--- config.mk ---
export PLATFORM = sky130hd
export DESIGN_NAME = touch_report_tracker
export DESIGN_NICKNAME = d
export VERILOG_FILES = /design/src/rtl/trt_pkg.sv /design/src/rtl/touch_report_tracker.sv /design/src/rtl/trt_decode.sv /design/src/rtl/trt_core.sv /design/src/rtl/trt_outbuf.sv
export SDC_FILE = /design/constraint.sdc
export NUM_CORES = 1
export LEC_CHECK = 0
export BUFFER_PORTS_ARGS = -buffer_cell sky130_fd_sc_hd__buf_2
export CAP_MARGIN = 25
export CORE_ASPECT_RATIO = 0.8
export CORE_MARGIN = 1
export CORE_UTILIZATION = 60
export CTS_BUF_LIST = sky130_fd_sc_hd__clkbuf_8
export DETAILED_ROUTE_END_ITERATION = 8
export PLACE_DENSITY = 0.83
export SETUP_SLACK_MARGIN = 0.1
export SLEW_MARGIN = 20
export SYNTH_ARGS = -nofsm -noshare
export SYNTH_HDL_FRONTEND = slang
export SYNTH_SLANG_ARGS = --single-unit
--- constraint.sdc ---
create_clock -name clk -period 4.2 [get_ports clk]
set_clock_uncertainty 0.1 [all_clocks]
set_input_delay 0.21 -clock clk [delete_from_list [all_inputs] [get_ports clk]]
set_output_delay 0.21 -clock clk [all_outputs]
set_load 0.01 [all_outputs]
--- src/rtl/trt_pkg.sv ---
`timescale 1ns / 1ps
// ----------------------------------------------------------------------------
// trt_pkg
// Shared types and constants for the touch report tracker.
// ----------------------------------------------------------------------------
package trt_pkg;

  localparam int COORD_BITS_DEF = 12;
  localparam int AGE_BITS_DEF   = 16;

  localparam int BYTE_BITS      = 8;
  localparam int NIBBLE_SHIFT   = 4;
  localparam logic [7:0] LOW_NIBBLE = 8'h0F;
  localparam int RAW_COORD_BITS = BYTE_BITS + NIBBLE_SHIFT;

  localparam int CFG_INDEX_BITS = 2;
  localparam int CFG_DATA_BITS  = 16;
  localparam int TIMEOUT_BITS   = 16;

  localparam logic [CFG_INDEX_BITS-1:0] REG_ENABLE  = 2'd0;
  localparam logic [CFG_INDEX_BITS-1:0] REG_TOUCH_ID = 2'd1;
  localparam logic [CFG_INDEX_BITS-1:0] REG_TIMEOUT = 2'd2;

  localparam logic [7:0]  TOUCH_ID_RST = 8'd1;
  localparam logic [15:0] TIMEOUT_RST  = 16'd1000;

  // status byte bit positions
  localparam int ST_DETECT   = 7;
  localparam int ST_PRESS    = 6;
  localparam int ST_RELEASE  = 5;
  localparam int ST_SUPPRESS = 1;

  localparam logic [1:0] MODE_POLL_BEGIN = 2'd0;
  localparam logic [1:0] MODE_MESSAGE    = 2'd1;
  localparam logic [1:0] MODE_POLL_END   = 2'd2;
  localparam logic [1:0] MODE_TICK       = 2'd3;

  localparam logic KIND_POINT  = 1'b0;
  localparam logic KIND_REFUSE = 1'b1;

  typedef enum logic [1:0] {
    PH_IDLE = 2'd0,
    PH_OPEN = 2'd1,
    PH_HALT = 2'd2,
    PH_DONE = 2'd3
  } phase_t;

  typedef struct packed {
    logic detect;
    logic press;
    logic rel;
    logic suppress;
  } flags_t;

endpackage

--- src/rtl/touch_report_tracker.sv ---
`timescale 1ns / 1ps
// ----------------------------------------------------------------------------
// touch_report_tracker
// Follows one touch contact through poll, message and tick items.
// ----------------------------------------------------------------------------
// One item is taken per clock while in_stall is low. Every item is decoded
// and applied to the contact state in the cycle it is accepted; any result
// is registered for the out_ port. Results pass through an output register
// plus one skid entry, so the block keeps taking items while a result waits;
// in_stall rises only when both entries hold results. A message with kind 1
// on the output was refused and must be sent again in a later poll.
module touch_report_tracker #(
  parameter int COORD_BITS = trt_pkg::COORD_BITS_DEF,
  parameter int AGE_BITS   = trt_pkg::AGE_BITS_DEF
) (
  input  logic                               clk,
  input  logic                               rst_n,
  input  logic                               cfg_we,
  input  logic [trt_pkg::CFG_INDEX_BITS-1:0] cfg_index,
  input  logic [trt_pkg::CFG_DATA_BITS-1:0]  cfg_wdata,
  input  logic                               in_valid,
  output logic                               in_stall,
  input  logic [1:0]                         in_mode,
  input  logic [7:0]                         in_msg_report_id,
  input  logic [7:0]                         in_status_byte,
  input  logic [7:0]                         in_x_high,
  input  logic [7:0]                         in_y_high,
  input  logic [7:0]                         in_xy_low,
  output logic                               out_valid,
  input  logic                               out_stall,
  output logic                               out_kind,
  output logic [COORD_BITS-1:0]              out_point_x,
  output logic [COORD_BITS-1:0]              out_point_y,
  output logic                               out_point_down
);

  trt_pkg::flags_t       flags;
  logic [COORD_BITS-1:0] msg_x;
  logic [COORD_BITS-1:0] msg_y;
  logic                  item_acc;
  logic                  res_valid;
  logic                  res_kind;
  logic [COORD_BITS-1:0] res_x;
  logic [COORD_BITS-1:0] res_y;
  logic                  res_down;
  logic                  full;

  assign in_stall = full;
  assign item_acc = in_valid && !full;

  trt_decode #(.COORD_BITS(COORD_BITS)) u_decode (
    .status_byte (in_status_byte),
    .x_high      (in_x_high),
    .y_high      (in_y_high),
    .xy_low      (in_xy_low),
    .flags       (flags),
    .msg_x       (msg_x),
    .msg_y       (msg_y)
  );

  trt_core #(.COORD_BITS(COORD_BITS), .AGE_BITS(AGE_BITS)) u_core (
    .clk           (clk),
    .rst_n         (rst_n),
    .cfg_we        (cfg_we),
    .cfg_index     (cfg_index),
    .cfg_wdata     (cfg_wdata),
    .item_acc      (item_acc),
    .mode          (in_mode),
    .msg_report_id (in_msg_report_id),
    .flags         (flags),
    .msg_x         (msg_x),
    .msg_y         (msg_y),
    .res_valid     (res_valid),
    .res_kind      (res_kind),
    .res_x         (res_x),
    .res_y         (res_y),
    .res_down      (res_down)
  );

  trt_outbuf #(.COORD_BITS(COORD_BITS)) u_outbuf (
    .clk            (clk),
    .rst_n          (rst_n),
    .res_valid      (res_valid),
    .res_kind       (res_kind),
    .res_x          (res_x),
    .res_y          (res_y),
    .res_down       (res_down),
    .full           (full),
    .out_valid      (out_valid),
    .out_stall      (out_stall),
    .out_kind       (out_kind),
    .out_point_x    (out_point_x),
    .out_point_y    (out_point_y),
    .out_point_down (out_point_down)
  );

endmodule

--- src/rtl/trt_decode.sv ---
`timescale 1ns / 1ps
// ----------------------------------------------------------------------------
// trt_decode
// Unpacks status flags and the packed x/y coordinate bytes of a message.
// ----------------------------------------------------------------------------
module trt_decode #(
  parameter int COORD_BITS = trt_pkg::COORD_BITS_DEF
) (
  input  logic [7:0]            status_byte,
  input  logic [7:0]            x_high,
  input  logic [7:0]            y_high,
  input  logic [7:0]            xy_low,
  output trt_pkg::flags_t       flags,
  output logic [COORD_BITS-1:0] msg_x,
  output logic [COORD_BITS-1:0] msg_y
);

  localparam int RAW = trt_pkg::RAW_COORD_BITS;

  logic [7:0]                x_nib;
  logic [7:0]                y_nib;
  logic [RAW-1:0]            raw_x;
  logic [RAW-1:0]            raw_y;
  logic [RAW+COORD_BITS-1:0] ext_x;
  logic [RAW+COORD_BITS-1:0] ext_y;

  assign flags.detect   = status_byte[trt_pkg::ST_DETECT];
  assign flags.press    = status_byte[trt_pkg::ST_PRESS];
  assign flags.rel      = status_byte[trt_pkg::ST_RELEASE];
  assign flags.suppress = status_byte[trt_pkg::ST_SUPPRESS];

  assign x_nib = (xy_low >> trt_pkg::NIBBLE_SHIFT) & trt_pkg::LOW_NIBBLE;
  assign y_nib = xy_low & trt_pkg::LOW_NIBBLE;
  assign raw_x = {x_high, x_nib[trt_pkg::NIBBLE_SHIFT-1:0]};
  assign raw_y = {y_high, y_nib[trt_pkg::NIBBLE_SHIFT-1:0]};

  // zero-extend, then keep the low COORD_BITS
  assign ext_x = {{COORD_BITS{1'b0}}, raw_x};
  assign ext_y = {{COORD_BITS{1'b0}}, raw_y};
  assign msg_x = ext_x[COORD_BITS-1:0];
  assign msg_y = ext_y[COORD_BITS-1:0];

endmodule

--- src/rtl/trt_core.sv ---
`timescale 1ns / 1ps
// ----------------------------------------------------------------------------
// trt_core
// Contact state, configuration registers and per-item update logic.
// ----------------------------------------------------------------------------
module trt_core #(
  parameter int COORD_BITS = trt_pkg::COORD_BITS_DEF,
  parameter int AGE_BITS   = trt_pkg::AGE_BITS_DEF
) (
  input  logic                               clk,
  input  logic                               rst_n,
  input  logic                               cfg_we,
  input  logic [trt_pkg::CFG_INDEX_BITS-1:0] cfg_index,
  input  logic [trt_pkg::CFG_DATA_BITS-1:0]  cfg_wdata,
  input  logic                               item_acc,
  input  logic [1:0]                         mode,
  input  logic [7:0]                         msg_report_id,
  input  trt_pkg::flags_t                    flags,
  input  logic [COORD_BITS-1:0]              msg_x,
  input  logic [COORD_BITS-1:0]              msg_y,
  output logic                               res_valid,
  output logic                               res_kind,
  output logic [COORD_BITS-1:0]              res_x,
  output logic [COORD_BITS-1:0]              res_y,
  output logic                               res_down
);

  localparam int CMP_W = (AGE_BITS > trt_pkg::TIMEOUT_BITS) ? AGE_BITS
                                                            : trt_pkg::TIMEOUT_BITS;

  logic                              enable_r;
  logic [7:0]                        touch_id_r;
  logic [trt_pkg::TIMEOUT_BITS-1:0]  timeout_r;

  logic                  down_r, down_nxt;
  logic [COORD_BITS-1:0] cur_x_r, cur_x_nxt;
  logic [COORD_BITS-1:0] cur_y_r, cur_y_nxt;
  logic                  pend_rel_r, pend_rel_nxt;
  logic                  pend_press_r, pend_press_nxt;
  logic [COORD_BITS-1:0] pend_x_r, pend_x_nxt;
  logic [COORD_BITS-1:0] pend_y_r, pend_y_nxt;
  logic [AGE_BITS-1:0]   age_r, age_nxt;
  logic                  pressed_r, pressed_nxt;
  trt_pkg::phase_t       phase_r, phase_nxt;

  logic [CMP_W-1:0] age_ext;
  logic [CMP_W-1:0] timeout_ext;
  logic             stuck;

  assign age_ext     = CMP_W'(age_r);
  assign timeout_ext = CMP_W'(timeout_r);
  assign stuck       = down_r && (age_ext > timeout_ext);

  always_ff @(posedge clk) begin
    if (!rst_n) begin
      enable_r   <= 1'b0;
      touch_id_r <= trt_pkg::TOUCH_ID_RST;
      timeout_r  <= trt_pkg::TIMEOUT_RST;
    end else if (cfg_we) begin
      case (cfg_index)
        trt_pkg::REG_ENABLE:   enable_r   <= cfg_wdata[0];
        trt_pkg::REG_TOUCH_ID: touch_id_r <= cfg_wdata[7:0];
        trt_pkg::REG_TIMEOUT:  timeout_r  <= cfg_wdata[trt_pkg::TIMEOUT_BITS-1:0];
        default: ;
      endcase
    end
  end

  always_comb begin
    down_nxt       = down_r;
    cur_x_nxt      = cur_x_r;
    cur_y_nxt      = cur_y_r;
    pend_rel_nxt   = pend_rel_r;
    pend_press_nxt = pend_press_r;
    pend_x_nxt     = pend_x_r;
    pend_y_nxt     = pend_y_r;
    age_nxt        = age_r;
    pressed_nxt    = pressed_r;
    phase_nxt      = phase_r;
    res_valid      = 1'b0;
    res_kind       = trt_pkg::KIND_POINT;
    res_x          = cur_x_r;
    res_y          = cur_y_r;
    res_down       = 1'b0;

    if (item_acc) begin
      case (mode)
        trt_pkg::MODE_POLL_BEGIN: begin
          if (!enable_r) begin
            phase_nxt = trt_pkg::PH_DONE;
            res_valid = 1'b1;
          end else if (pend_rel_r) begin
            pend_rel_nxt = 1'b0;
            down_nxt     = 1'b0;
            phase_nxt    = trt_pkg::PH_DONE;
            res_valid    = 1'b1;
          end else if (pend_press_r) begin
            pend_press_nxt = 1'b0;
            cur_x_nxt      = pend_x_r;
            cur_y_nxt      = pend_y_r;
            down_nxt       = 1'b1;
            age_nxt        = '0;
            phase_nxt      = trt_pkg::PH_DONE;
            res_valid      = 1'b1;
            res_x          = pend_x_r;
            res_y          = pend_y_r;
            res_down       = 1'b1;
          end else begin
            pressed_nxt = 1'b0;
            phase_nxt   = trt_pkg::PH_OPEN;
          end
        end
        trt_pkg::MODE_MESSAGE: begin
          if (!enable_r || phase_r != trt_pkg::PH_OPEN) begin
            res_valid = 1'b1;
            res_kind  = trt_pkg::KIND_REFUSE;
            res_x     = '0;
            res_y     = '0;
          end else if (msg_report_id == touch_id_r) begin
            age_nxt = '0;
            if (flags.suppress) begin
              down_nxt = 1'b0;
            end else if (flags.detect) begin
              if (flags.press && down_r) begin
                // press while down: hold it for the next poll
                down_nxt       = 1'b0;
                pend_press_nxt = 1'b1;
                pend_x_nxt     = msg_x;
                pend_y_nxt     = msg_y;
                phase_nxt      = trt_pkg::PH_HALT;
              end else begin
                cur_x_nxt = msg_x;
                cur_y_nxt = msg_y;
                if (!down_r) pressed_nxt = 1'b1;
                down_nxt  = 1'b1;
              end
            end else if (flags.rel) begin
              if (pressed_r) begin
                pend_rel_nxt = 1'b1;
                phase_nxt    = trt_pkg::PH_HALT;
              end else begin
                down_nxt = 1'b0;
              end
            end
          end
        end
        trt_pkg::MODE_POLL_END: begin
          phase_nxt = trt_pkg::PH_IDLE;
          if (phase_r == trt_pkg::PH_OPEN || phase_r == trt_pkg::PH_HALT) begin
            if (stuck) begin
              down_nxt       = 1'b0;
              pend_rel_nxt   = 1'b0;
              pend_press_nxt = 1'b0;
            end
            res_valid = 1'b1;
            res_down  = down_r && !stuck;
          end
        end
        trt_pkg::MODE_TICK: begin
          if (age_r != {AGE_BITS{1'b1}}) age_nxt = age_r + 1'b1;
        end
        default: ;
      endcase
    end
  end

  always_ff @(posedge clk) begin
    if (!rst_n) begin
      down_r       <= 1'b0;
      cur_x_r      <= '0;
      cur_y_r      <= '0;
      pend_rel_r   <= 1'b0;
      pend_press_r <= 1'b0;
      pend_x_r     <= '0;
      pend_y_r     <= '0;
      age_r        <= '0;
      pressed_r    <= 1'b0;
      phase_r      <= trt_pkg::PH_IDLE;
    end else begin
      down_r       <= down_nxt;
      cur_x_r      <= cur_x_nxt;
      cur_y_r      <= cur_y_nxt;
      pend_rel_r   <= pend_rel_nxt;
      pend_press_r <= pend_press_nxt;
      pend_x_r     <= pend_x_nxt;
      pend_y_r     <= pend_y_nxt;
      age_r        <= age_nxt;
      pressed_r    <= pressed_nxt;
      phase_r      <= phase_nxt;
    end
  end

endmodule

--- src/rtl/trt_outbuf.sv ---
`timescale 1ns / 1ps
// ----------------------------------------------------------------------------
// trt_outbuf
// Output register with one skid entry; stalls the input only when both hold.
// ----------------------------------------------------------------------------
module trt_outbuf #(
  parameter int COORD_BITS = trt_pkg::COORD_BITS_DEF
) (
  input  logic                  clk,
  input  logic                  rst_n,
  input  logic                  res_valid,
  input  logic                  res_kind,
  input  logic [COORD_BITS-1:0] res_x,
  input  logic [COORD_BITS-1:0] res_y,
  input  logic                  res_down,
  output logic                  full,
  output logic                  out_valid,
  input  logic                  out_stall,
  output logic                  out_kind,
  output logic [COORD_BITS-1:0] out_point_x,
  output logic [COORD_BITS-1:0] out_point_y,
  output logic                  out_point_down
);

  localparam int W = 2 * COORD_BITS + 2;

  logic         out_v_r;
  logic [W-1:0] out_d_r;
  logic         skid_v_r;
  logic [W-1:0] skid_d_r;
  logic [W-1:0] res_d;
  logic         slot_free;

  assign res_d     = {res_kind, res_x, res_y, res_down};
  assign slot_free = !out_v_r || !out_stall;

  always_ff @(posedge clk) begin
    if (!rst_n) begin
      out_v_r  <= 1'b0;
      skid_v_r <= 1'b0;
    end else if (slot_free) begin
      if (skid_v_r) begin
        out_v_r  <= 1'b1;
        skid_v_r <= 1'b0;
      end else begin
        out_v_r <= res_valid;
      end
    end else if (res_valid) begin
      skid_v_r <= 1'b1;
    end
  end

  always_ff @(posedge clk) begin
    if (slot_free) begin
      out_d_r <= skid_v_r ? skid_d_r : res_d;
    end else if (res_valid) begin
      skid_d_r <= res_d;
    end
  end

  assign full           = skid_v_r;
  assign out_valid      = out_v_r;
  assign out_kind       = out_d_r[W-1];
  assign out_point_x    = out_d_r[W-2 -: COORD_BITS];
  assign out_point_y    = out_d_r[COORD_BITS:1];
  assign out_point_down = out_d_r[0];

endmodule

# Word-level counts from Yosys, hierarchy flattened
# Cells that the tools add are included.
# op_classes
addsub,1
mul,0
div_mod_pow,0
n_lt_le_gt_ge,1
eq_ne,33
n_shift,0
n_mux,97
bitwise,4
reduce_logical,30
# op_table
op,count
two-way mux 12 bit,20
two-way mux 16 bit,6
case mux 12 bit (2 select lines),4
two-way mux 1 bit,48
case mux 16 bit (3 select lines),1
AND reduction 11 bit,3
two-way mux 26 bit,1
two-way mux 2 bit,10
!= test 2 x 1 -> 1 bit (second input constant),9
!= test 2 bit (second input constant),9
adder 16 x 1 -> 16 bit (second input constant),1
greater-than comparator 16 bit,1
!= test 16 bit (second input constant),1
AND reduction 8 bit,2
AND reduction 7 bit,2
case mux 1 bit (3 select lines),4
AND reduction 10 bit,1
== test 2 bit (second input constant),4
== test 8 bit,1
!= test 4 bit (second input constant),2
AND reduction 2 bit,4
== test 2 x 1 -> 1 bit (second input constant),3
!= test 3 x 2 -> 1 bit (second input constant),2
case mux 2 bit (3 select lines),1
other kinds (11),26
# word_totals
reg_bits,149
latch_bits,0
mem_bits_rw,0
romBits,0
inputBits,65
output_inout_bits,28
wordCells,183
memories,0

# Logic depth before layout (Yosys ltp)
# Gate-level depths: netlist of run 1.
# logic_depth
depth_word,8
ltp_mapped,9
ltp_nobuf,8

# By module
# Synthesis of run 1 repeated with hierarchy kept, for this count alone.
# hier_totals
hier_cells,747
area_unflattened_um2,7483.4
# by_module_without_submodules
module,n_inst,cells_each,area_per_inst_um2
trt_core,1,630,5206.2
trt_outbuf,1,88,2053.2
trt_decode,1,28,210.2
touch_report_tracker,1,1,13.8

# Worst setup path after synthesis of run 1
# OpenSTA, ideal clock, no wires.
# synth_path
kind,input port to flip-flop
from,in in_mode[1]
to,"reg u_outbuf.skid_d_r[0], enable pin"
arrival_ns,2.441
required_time_ns,3.688
path_slack_ns,1.248
path_stages,6
n_path_buf,0
cell_sequence,inv_1 > ha_1 > a21boi_1 > a21oi_1 > a211oi_1 > nor2b_1
# synth_between
elab_chain_len,4
elab_cells_between_ends,6
classes_between,eq/ne: 2; mux: 2; reduce/logical: 2
# synth_lines
element,line_no,rtl
start: declaration,touch_report_tracker.sv:23,"input logic [1:0] in_mode,"
== test 2 bit (tied with other cells),trt_core.sv:87,case (mode)
case mux 1 bit (3 select lines) *,trt_core.sv:87,
two-way mux 1 bit *,trt_core.sv:86,if (item_acc) begin
AND reduction 2 bit (no source line) *,--,
end signal: assignment,trt_outbuf.sv:57,skid_d_r <= res_d;
end: declaration,trt_outbuf.sv:30,logic [W-1:0] skid_d_r;
# Mark *: on every way between the ends. The rest lies on a longest branch, timed or not.
# A chain may end at the register's enable or synchronous reset.

# Worst setup path after layout of run 1
# layout_path
from,reg u_core.enable_r
to,"reg u_core.age_r[7], in the netlist u_core.age_ext[7]"
# layout_between
elab_chain_len,4
elab_cells_between_ends,5
classes_between,eq/ne: 2; reduce/logical: 3
# layout_lines
element,line_no,rtl
start: declaration,trt_core.sv:31,logic enable_r;
start signal: assignment,trt_core.sv:61,trt_pkg::REG_ENABLE: enable_r <= cfg_wdata[0];
logical NOT 1 bit,--,
logical OR 1 bit,trt_core.sv:114,if (!enable_r || phase_r != trt_pkg::PH_OPEN) begin
!= test 2 bit (no source line),--,
AND reduction 8 bit (no source line) *,--,
end signal: assignment,trt_core.sv:187,age_r <= age_nxt;
end: declaration,trt_core.sv:42,"logic [AGE_BITS-1:0] age_r, age_nxt;"
# Marked as above.

==> results.json, run 1 <==
{
  "status": "completed",
  "worst_slew_pin_slew_ns": 0.8912,
  "hold_start": "cfg_index[0]",
  "io_buffers": 88,
  "gp_congestion": 0.8588,
  "synth_compound_area_share_pct": 13.63,
  "endpoint_kind": "register",
  "rr_endpoint": "u_core.age_ext[7]",
  "grt_pass1_wl_mm": 27.34,
  "hpwl_mm": 10.96,
  "netlist.area_leader.share_pct": 28.32,
  "yosys-top-cells-area": "dfxtp_1 28%, edfxtp_1 23%, mux2i_1 5.1%, nor2_1 5.0%, o221a_2 4.3%",
  "hold_violations": 0,
  "synth_area_mm2": 0.006858,
  "reg2regPathDepth": 7,
  "drive_gt1_share_pct": 23.76,
  "numCtsBuffers": 17,
  "antenna_found_initial": 0,
  "n_fill_cell": 726,
  "fin_nets": 861,
  "yosys.cell_types.count": 55,
  "clock_path_buffers": 2,
  "synth_area_leader_cell": "dfxtp_1",
  "h-tree-depth": 4,
  "leakage_uw": 0.003387,
  "synth_top_family_by_area": "simple AND/OR/NAND/NOR gates",
  "globalRouteOverflowTotal": 0,
  "drc": 0,
  "r2r_slack_ns": 1.17,
  "dp.cells": 859,
  "synthXorXnorAreaFrac_pct": 2.682,
  "syn-num-nets": 737,
  "drt_iter0_drc": 520,
  "clkSinkCount": 149,
  "cts_setup_buffers": 0,
  "die_area_mm2": 0.01186,
  "avgSynthCellArea_um2": 10.55,
  "syn_inst": 650,
  "async_reset_ff_share_pct": 0,
  "max-slew-margin-rel_pct": 40.59,
  "min_period_ns": 3.034,
  "clk_latency_ns": 0.45,
  "first_pass_iters": 5,
  "ctsRootBufferMaster": "clkbuf_8",
  "worstSetupPathType": "reg -> reg",
  "vias": 5609,
  "power_per_cell_area_mw_per_mm2": 345.8,
  "synthAdderAreaFrac_pct": 4.014,
  "synth_seq_cells": 149,
  "rsz0062_at_grt": "false",
  "multiInputGateArea_mm2": 0.003080,
  "cp_max_fo": 11,
  "holdCritPathClass": "in -> reg",
  "stdcell_count": 931,
  "synth_edf_count": 52,
  "finalPower_uw": 2827,
  "worstPathArrival_ns": 3.27,
  "crit_path_end": "u_core.age_ext[7]",
  "initial_core_util_pct": 62.24,
  "fin_crit_sh_pct": 72.23,
  "chipWidth_um": 121.5,
  "syn2layout_area_growth_pct": 19.21,
  "slew_viol_final": 0,
  "maxCapViolCount": 0,
  "seqCellArea_mm2": 0.003503,
  "drt_wl_total_mm": 17.12,
  "critPathRequiredTime_ns": 4.43,
  "synth.area.mux_share_pct": 9.049,
  "grt.total_usage_pct": 30.31,
  "tritoncts": "done",
  "post-route-cell-area_mm2": 0.008175,
  "postRouteAntennaNets": 0,
  "finalSetupTns_ns": 0,
  "peakVddDrop_mv": 0.2253,
  "post_dp_cell_area_mm2": 0.007396,
  "rows": 34,
  "fmax_ghz": 0.3296,
  "grt_max_degree": 48,
  "core_mm2": 0.01102,
  "cts.clk_slew.worst_paths_ns": 0.08,
  "ys.flop_type": "dfxtp_1",
  "crit_start": "u_core.enable_r",
  "ys_seq_area_share_pct": 51.09,
  "worstSetupStartpointType": "register",
  "die_h_um": 97.62,
  "wl_per_cell_um": 18.39,
  "ys_warn_count": 0,
  "via_per_inst": 6.025,
  "grt_pass1_vias": 5515,
  "rr_startpoint": "u_core.enable_r",
  "yosys.area_share.simple_pct": 15.42,
  "setup_viol": 0,
  "insertedDiodeCount": 0,
  "ios": 93
}
[flip-flops by register name, summed over array words and instances, names as in the netlist, 2 cells and up]
name	flops
u_outbuf.out_d_r	26
u_outbuf.skid_d_r	26
u_core.age_ext	16
u_core.timeout_ext	16
u_core.cur_x_r	12
u_core.cur_y_r	12
u_core.pend_x_r	12
u_core.pend_y_r	12
u_core.touch_id_r	8
u_core.phase_r	2
[cells in the final DEF (no fill, tap or decap), drive strengths merged, types with 18 or more instances in the layout]
cell type     n
a21oi        30
a22o         24
buf          97
dfxtp        97
dlygate4sd3  40
edfxtp       52
ha           22
inv          37
mux2         24
mux2i        35
nand2        46
nor2         92
o221a        27
xnor2        18
[where the power goes]
| group | leakage, µW | internal, µW | switching, µW |
|---|---|---|---|
| Clock | 0.000177 | 480 | 581 |
| Combinational | 0.00183 | 106 | 130 |
| Sequential | 0.00138 | 1510 | 14.3 |
[how the worst min path moves through the flow]
stage               cells past startpoint                endpoint  slack [ns]
finish                                  4         u_core.enable_r        0.08
global route                            4         u_core.enable_r        0.07
CTS                                     4         u_core.enable_r        0.04
detailed placement                      2  u_core.timeout_ext[12]        0.35
global placement                        3   u_core.timeout_ext[9]        0.34
floorplan                               2    u_core.touch_id_r[0]        0.24
[synth_stat cells (4+ instances only)]
cell type	count
a21oi_1	30
a22o_1	24
clkbuf_1	26
dfxtp_1	97
edfxtp_1	52
ha_1	22
inv_1	30
mux2_2	24
mux2i_1	35
nand2_1	46
nand2b_1	4
nand3_1	9
nand3b_1	6
nand4_1	10
nor2_1	91
nor2b_1	7
nor3_1	17
nor4_1	4
o211ai_1	10
o21ai_0	7
o221a_2	26
xnor2_1	18
[per-stage QoR]
stage	hold slack (ns)	util, %	setup WS, ns
2_1_floorplan	0.2351	-	1.248
4_1_cts	0.04263	74.20	1.246
3_5_place_dp	0.3525	67.12	1.163
6_report	0.07830	74.20	1.166
5_1_grt	0.06798	74.20	0.9654
3_3_place_gp	0.3445	66.99	1.178
[kinds of logic after synthesis]
family                     after synthesis
AOI/OAI and AO/OA                      118
xor gates and xnor gates                21
adders and majority gates               22
buffers and inverters                   63
DFF                                    149
muxes                                   59
and+or+nand+nor                        218
[critical path, stage by stage (launching register included)]
cell and delay, ns:
dfxtp_1 0.51, nand3b_1 0.43, a21oi_1 0.50, nor3b_1 0.49, nand2b_1 0.10, o21ai_1 0.44, buf_4 0.28, nor2_1 0.06
[repair_timing]
action                    CTS  global route
hold buffers               40             0
hold endpoints to repair   65             0
gates resized for setup     0             0
[per-layer routing]
metal  GRT usage, %  wire length (µm)  share of wire, %
met1          40.60              7246                42
met2          47.73              7944                46
met3          7.336              1475               8.6
met4          10.64               455               2.7
met5              0                 0                 0
[final cells by class]
class,count,area share (%)
clock buffers,17,2.862
clock inverters,15,1.775
inverters,31,1.423
multi-input cells,438,37.68
flip-flops and latches,149,42.85
well taps,144,2.204
repair buffers,137,11.20
Note: power is estimated with default switching activity, not from simulation.
==> inputs of run 2 (changes only) <==
--- a/config.mk
+++ b/config.mk
@@ -9,10 +9,10 @@
 export CAP_MARGIN = 25
 export CORE_ASPECT_RATIO = 0.8
 export CORE_MARGIN = 1
-export CORE_UTILIZATION = 60
+export CORE_UTILIZATION = 54
 export CTS_BUF_LIST = sky130_fd_sc_hd__clkbuf_8
 export DETAILED_ROUTE_END_ITERATION = 8
-export PLACE_DENSITY = 0.83
+export PLACE_DENSITY = 0.79
 export SETUP_SLACK_MARGIN = 0.1
 export SLEW_MARGIN = 20
 export SYNTH_ARGS = -nofsm -noshare
==> constraint.sdc (replaced) <==
create_clock -name clk -period 2.7 [get_ports clk]
set_clock_uncertainty 0.1 [all_clocks]
set_input_delay 0.135 -clock clk [delete_from_list [all_inputs] [get_ports clk]]
set_output_delay 0.135 -clock clk [all_outputs]
set_load 0.01 [all_outputs]
==> run 2 against run 1 <==
Final cell count increased by 4.5%. Hold slack got worse by 0.040 ns. Flip-flop and latch count unchanged. Worst setup slack got worse by 0.94 ns. Clock power increased by 88%. Critical path type unchanged.
==> results.json, run 2 (synthesis gave the netlist of run 1 again) <==
{
  "hold_violations": 0,
  "peakVddDrop_mv": 0.3272,
  "crit_chain": "inv_1, ha_1, nand4_1, nor2_1, a311o_1, nor3_1, buf_4, a2111oi_0, o221a_2",
  "crit_start": "u_core.timeout_ext[14]",
  "clkSinkCount": 149,
  "slew_viol_final": 0,
  "rr_endpoint": "u_core.pend_press_r",
  "grt_pass1_vias": 5705,
  "seqCellArea_mm2": 0.003503,
  "wl_per_cell_um": 17.18,
  "worstSetupPathType": "reg -> reg",
  "insertedDiodeCount": 0,
  "grt.total_usage_pct": 27.13,
  "r2r_slack_ns": 0.23,
  "worstPathArrival_ns": 2.73,
  "post-route-cell-area_mm2": 0.008444,
  "first_pass_iters": 5,
  "tritoncts": "done",
  "numCtsBuffers": 17,
  "setup_viol": 0,
  "power_per_cell_area_mw_per_mm2": 561.2,
  "ctsRootBufferMaster": "clkbuf_8",
  "n_fill_cell": 943,
  "worstSetupStartpointType": "register",
  "endpoint_kind": "register",
  "max_stage_delay_ns": 0.36,
  "sw_frac_of_total_pct": 23.26,
  "grt_pass1_wl_mm": 27.28,
  "hpwl_mm": 10.89,
  "cts.clk_slew.worst_paths_ns": 0.09,
  "maxCapViolCount": 0,
  "multiInputGateArea_mm2": 0.003107,
  "seqPwrFrac_pct": 50.2,
  "fin_crit_sh_pct": 91.47,
  "drt_wl_total_mm": 16.72,
  "combPwrFrac_pct": 7.9,
  "grt_max_degree": 46,
  "drc": 0,
  "die_area_mm2": 0.01316,
  "rows": 36,
  "fin_util_pct": 68.67,
  "syn2layout_area_growth_pct": 23.13,
  "finalPower_uw": 4739,
  "rsz0062_at_grt": "true",
  "finalSetupTns_ns": 0,
  "crit_slowest_cell": "a311o_1",
  "hold_ws_ns": 0.03816,
  "p_clk_share_pct": 41.9,
  "fin_nets": 876,
  "top_regs": "u_outbuf.out_d_r: 26 flops, u_outbuf.skid_d_r: 26 flops",
  "drt_iter0_drc": 424,
  "cellInternalPower_uw": 3637,
  "post_dp_cell_area_mm2": 0.007530,
  "h-tree-depth": 4,
  "holdCritPathClass": "in -> reg",
  "gp_congestion": 0.8711,
  "clk_latency_ns": 0.47,
  "io_buffers": 88,
  "max-slew-margin-rel_pct": 47.17,
  "critPathRequiredTime_ns": 2.96,
  "postRouteAntennaNets": 0,
  "cp_max_fo": 5,
  "ios": 93,
  "rr_startpoint": "u_core.timeout_ext[14]",
  "via_per_inst": 5.763,
  "die_h_um": 102.8,
  "antenna_found_initial": 0,
  "status": "completed",
  "crit_path_end": "u_core.pend_press_r",
  "core_mm2": 0.01230,
  "fmax_ghz": 0.4049,
  "drive_gt1_share_pct": 25.06,
  "mostFrequentLayoutCell": "dfxtp_1",
  "p_sw_uw": 1102,
  "initial_core_util_pct": 55.77,
  "reg2regPathDepth": 9,
  "vias": 5607,
  "globalRouteOverflowTotal": 0,
  "cts_setup_buffers": 0,
  "layout_common_cells": "97 x dfxtp_1, 90 x nor2_1, 88 x buf_2",
  "min_period_ns": 2.470,
  "chipWidth_um": 128.0,
  "clock_path_buffers": 2,
  "leakage_uw": 0.003508,
  "worst_slew_pin_slew_ns": 0.7895
}
run 2: worst min path at each step:
stage	start	endpoint	slack [ns]	cells past startpoint
floorplan	cfg_wdata[0]	u_core.touch_id_r[0]	0.16	2
detailed placement	cfg_wdata[8]	u_core.timeout_ext[8]	0.27	3
global placement	cfg_wdata[8]	u_core.timeout_ext[8]	0.26	3
global route	in_status_byte[7]	u_core.down_r	0.04	5
finish	in_status_byte[7]	u_core.down_r	0.04	5
CTS	in_status_byte[7]	u_core.down_r	0.0005	5
run 2: metrics by stage:
stage | setup WS, ns | std cells
global placement | 0.2801 | 897
finish | 0.2303 | 973
CTS | 0.1157 | 973
floorplan | 0.2380 | 650
global route | 0.05881 | 973
detailed placement | 0.2771 | 897
run 2: power by group through the flow:
stage / combinational, µW / sequential [µW] / clock [µW]
finish: 375 / 2380 / 1990
global route: 408 / 2380 / 2110
CTS: 367 / 2380 / 2010
detailed placement: 315 / 2430 / 0
global placement: 301 / 2430 / 0
floorplan: 175 / 2440 / 0
run 2: worst max-delay path, delay by kind of cell (launching register included):
family                     cells  cell delay, ns
adders and majority gates      1            0.30
AOI/OAI and AO/OA              3            0.72
buffers and inverters          2            0.27
DFF                            1            0.35
and+or+nand+nor                3            0.64
run 2: cell type report:
class                           instances  share of cell area (%)
Clock inverter                         15                   2.682
Multi-Input combinational cell        438                   36.79
Timing Repair Buffer                  152                   12.36
Clock buffer                           17                   2.771
Sequential cell                       149                   41.49
Inverter                               31                   1.378
Tap cell                              171                   2.534
run 2: layer usage:
metal  up-vias  share of wire (%)  track usage [%]
met5         -                  0                0
met4         0                2.3            13.03
met3        36                5.3            7.680
met2       194                 50            45.61
met1      2737                 43            32.52
li1       2640                  -                -
run 2: repair_timing:
action	CTS	global route
hold buffers	44	0
gates resized for setup	0	3
endpoints found under the hold margin	66	0
endpoints found under the setup margin	0	31
==> inputs of run 3 (changes only) <==
--- a/config.mk
+++ b/config.mk
@@ -12,7 +12,9 @@
 export CORE_UTILIZATION = 54
 export CTS_BUF_LIST = sky130_fd_sc_hd__clkbuf_8
 export DETAILED_ROUTE_END_ITERATION = 8
+export GPL_TIMING_DRIVEN = 0
 export PLACE_DENSITY = 0.79
+export RECOVER_POWER = 100
 export SETUP_SLACK_MARGIN = 0.1
 export SLEW_MARGIN = 20
 export SYNTH_ARGS = -nofsm -noshare
==> run 3 against run 2 <==
Combinational power barely moved. Largest cell class unchanged. Count of clock-buffer cells in the layout did not move. Sequential share of layout area rose by 0.12 points. Critical endpoint is now u_core.pend_x_r[11]. Via count rose by 2.8%.
==> results.json, run 3 (synthesis gave the netlist of run 1 again) <==
{
  "clkSinkCount": 149,
  "drive_gt1_share_pct": 19.63,
  "post-route-cell-area_mm2": 0.008419,
  "wl_per_cell_um": 17.95,
  "drc": 0,
  "slew_viol_final": 0,
  "die_h_um": 102.8,
  "min_period_ns": 2.557,
  "fin_crit_sh_pct": 94.69,
  "gp_congestion": 0.8723,
  "worstSetupPathType": "reg -> reg",
  "fmax_ghz": 0.3911,
  "seqPwrFrac_pct": 51.6,
  "endpoint_kind": "register",
  "leakage_uw": 0.003371,
  "worst_slew_pin_slew_ns": 1.349,
  "rows": 36,
  "drt_wl_total_mm": 17.79,
  "grt.total_usage_pct": 28.02,
  "finalSetupTns_ns": 0,
  "peakVddDrop_mv": 0.2723,
  "tritoncts": "done",
  "fin_nets": 894,
  "io_buffers": 87,
  "rsz0062_at_grt": "false",
  "antenna_found_initial": 0,
  "power_per_cell_area_mw_per_mm2": 547.4,
  "combPwrFrac_pct": 8.1,
  "holdCritPathClass": "in -> reg",
  "cts.clk_slew.worst_paths_ns": 0.08,
  "whs_path_depth": 4,
  "status": "completed",
  "initial_core_util_pct": 55.77,
  "post_dp_cell_area_mm2": 0.007517,
  "numCtsBuffers": 17,
  "chipWidth_um": 128.0,
  "sw_frac_of_total_pct": 23.66,
  "grt_pass1_vias": 5670,
  "hold_ws_ns": 0.03751,
  "grt_pass1_wl_mm": 27.91,
  "core_mm2": 0.01230,
  "critPathRequiredTime_ns": 2.91,
  "clock_path_buffers": 2,
  "worstSetupStartpointType": "register",
  "h-tree-depth": 4,
  "hpwl_mm": 12.10,
  "syn2layout_area_growth_pct": 22.77,
  "clk_latency_ns": 0.45,
  "rr_endpoint": "u_core.pend_x_r[11]",
  "mostFrequentLayoutCell": "dfxtp_1",
  "ctsRootBufferMaster": "clkbuf_8",
  "postRouteAntennaNets": 0,
  "setup_viol": 0,
  "globalRouteOverflowTotal": 0,
  "rr_startpoint": "u_core.touch_id_r[0]",
  "ios": 93,
  "hold_start": "in_status_byte[1]",
  "die_area_mm2": 0.01316,
  "insertedDiodeCount": 0,
  "hold_end": "u_core.phase_r[0]",
  "cp_max_fo": 10,
  "hold_violations": 0,
  "vias": 5763,
  "reg2regPathDepth": 8,
  "first_pass_iters": 5,
  "worstPathArrival_ns": 2.76,
  "grt_max_degree": 31,
  "drt_iter0_drc": 439,
  "dp.cells": 908,
  "max-slew-margin-rel_pct": 9.832,
  "p_sw_uw": 1091,
  "stdcell_count": 991,
  "maxCapViolCount": 0,
  "top_regs": "u_outbuf.out_d_r: 26 flops, u_outbuf.skid_d_r: 26 flops",
  "cellInternalPower_uw": 3518,
  "p_clk_share_pct": 40.3,
  "layout_common_cells": "97 x dfxtp_1, 90 x nor2_1, 56 x buf_2",
  "via_per_inst": 5.815,
  "r2r_slack_ns": 0.14
}
## run 3: cell count changes in the layout (fill, tap and decap cells not counted), sizes merged
cell / before / now
buf: 108 / 62
nor2b: 7 / 8
clkinvlp: 1 / 2
dlygate4sd3: 44 / 43
bufinv: 5 / 4
clkbuf: 17 / 81
## run 3: cell type report
| type | count | area (µm²) |
|---|---|---|
| clock inverter | 15 | 186.4 |
| clock buffer | 17 | 234.0 |
| inverter | 31 | 116.4 |
| tap | 171 | 214.0 |
| multi-input combinational | 439 | 3112 |
| fill | 947 | 3877 |
| sequential | 149 | 3503 |
| timing repair buffer | 137 | 893.4 |
| buffer | 32 | 160.2 |
## run 3: routing by layer
metal  share of wire [%]  GRT usage (%)
met3                 6.2          5.760
met5                   0              0
met1                  42          33.98
met4                 2.3          11.31
met2                  50          49.37
## run 3: repair_timing
action | in CTS | in global routing
setup buffers | 2 | 5
cloned | 1 | 0
pin swaps | 0 | 1
resized for setup | 4 | 14
hold endpoints to repair | 67 | 0
hold buffers | 43 | 0
endpoints found under the setup margin | 49 | 109
## run 3: power by group through the flow
stage | combinational, µW | sequential [µW] | clock (µW)
final | 376 | 2380 | 1860
after global routing | 408 | 2380 | 1950
after CTS | 375 | 2380 | 1860
after detailed placement | 320 | 2430 | 0
after global placement | 307 | 2430 | 0
after floorplan | 175 | 2440 | 0
## run 3: critical path: stages (launching register included)
cell      delay, ns
dfxtp_1        0.34
xnor2_1        0.19
nand4_1        0.19
or3_4          0.46
nor4_4         0.31
clkbuf_1       0.28
buf_6          0.24
mux2i_1        0.23
nor2_1         0.06
## run 3: through the flow
stage	setup WS, ns	util [%]	total power (µW)
3_5_place_dp	-0.1437	61.13	2749
6_report	0.1434	68.47	4609
5_1_grt	0.06524	68.47	4745
4_1_cts	0.03658	68.45	4611
2_1_floorplan	0.2380	-	2611
3_3_place_gp	-0.4501	61.07	2734
## run 3: worst max path at each step
stage | from | to | cells past startpoint
floorplan | u_core.phase_r[1] | u_outbuf.skid_d_r[0] | 6
global placement | in_mode[1] | u_outbuf.skid_d_r[4] | 7
detailed placement | in_mode[1] | u_outbuf.skid_d_r[4] | 7
CTS | u_core.phase_r[1] | u_outbuf.skid_d_r[22] | 6
global route | u_core.enable_r | u_outbuf.out_d_r[15] | 6
finish | u_core.touch_id_r[0] | u_core.pend_x_r[11] | 8
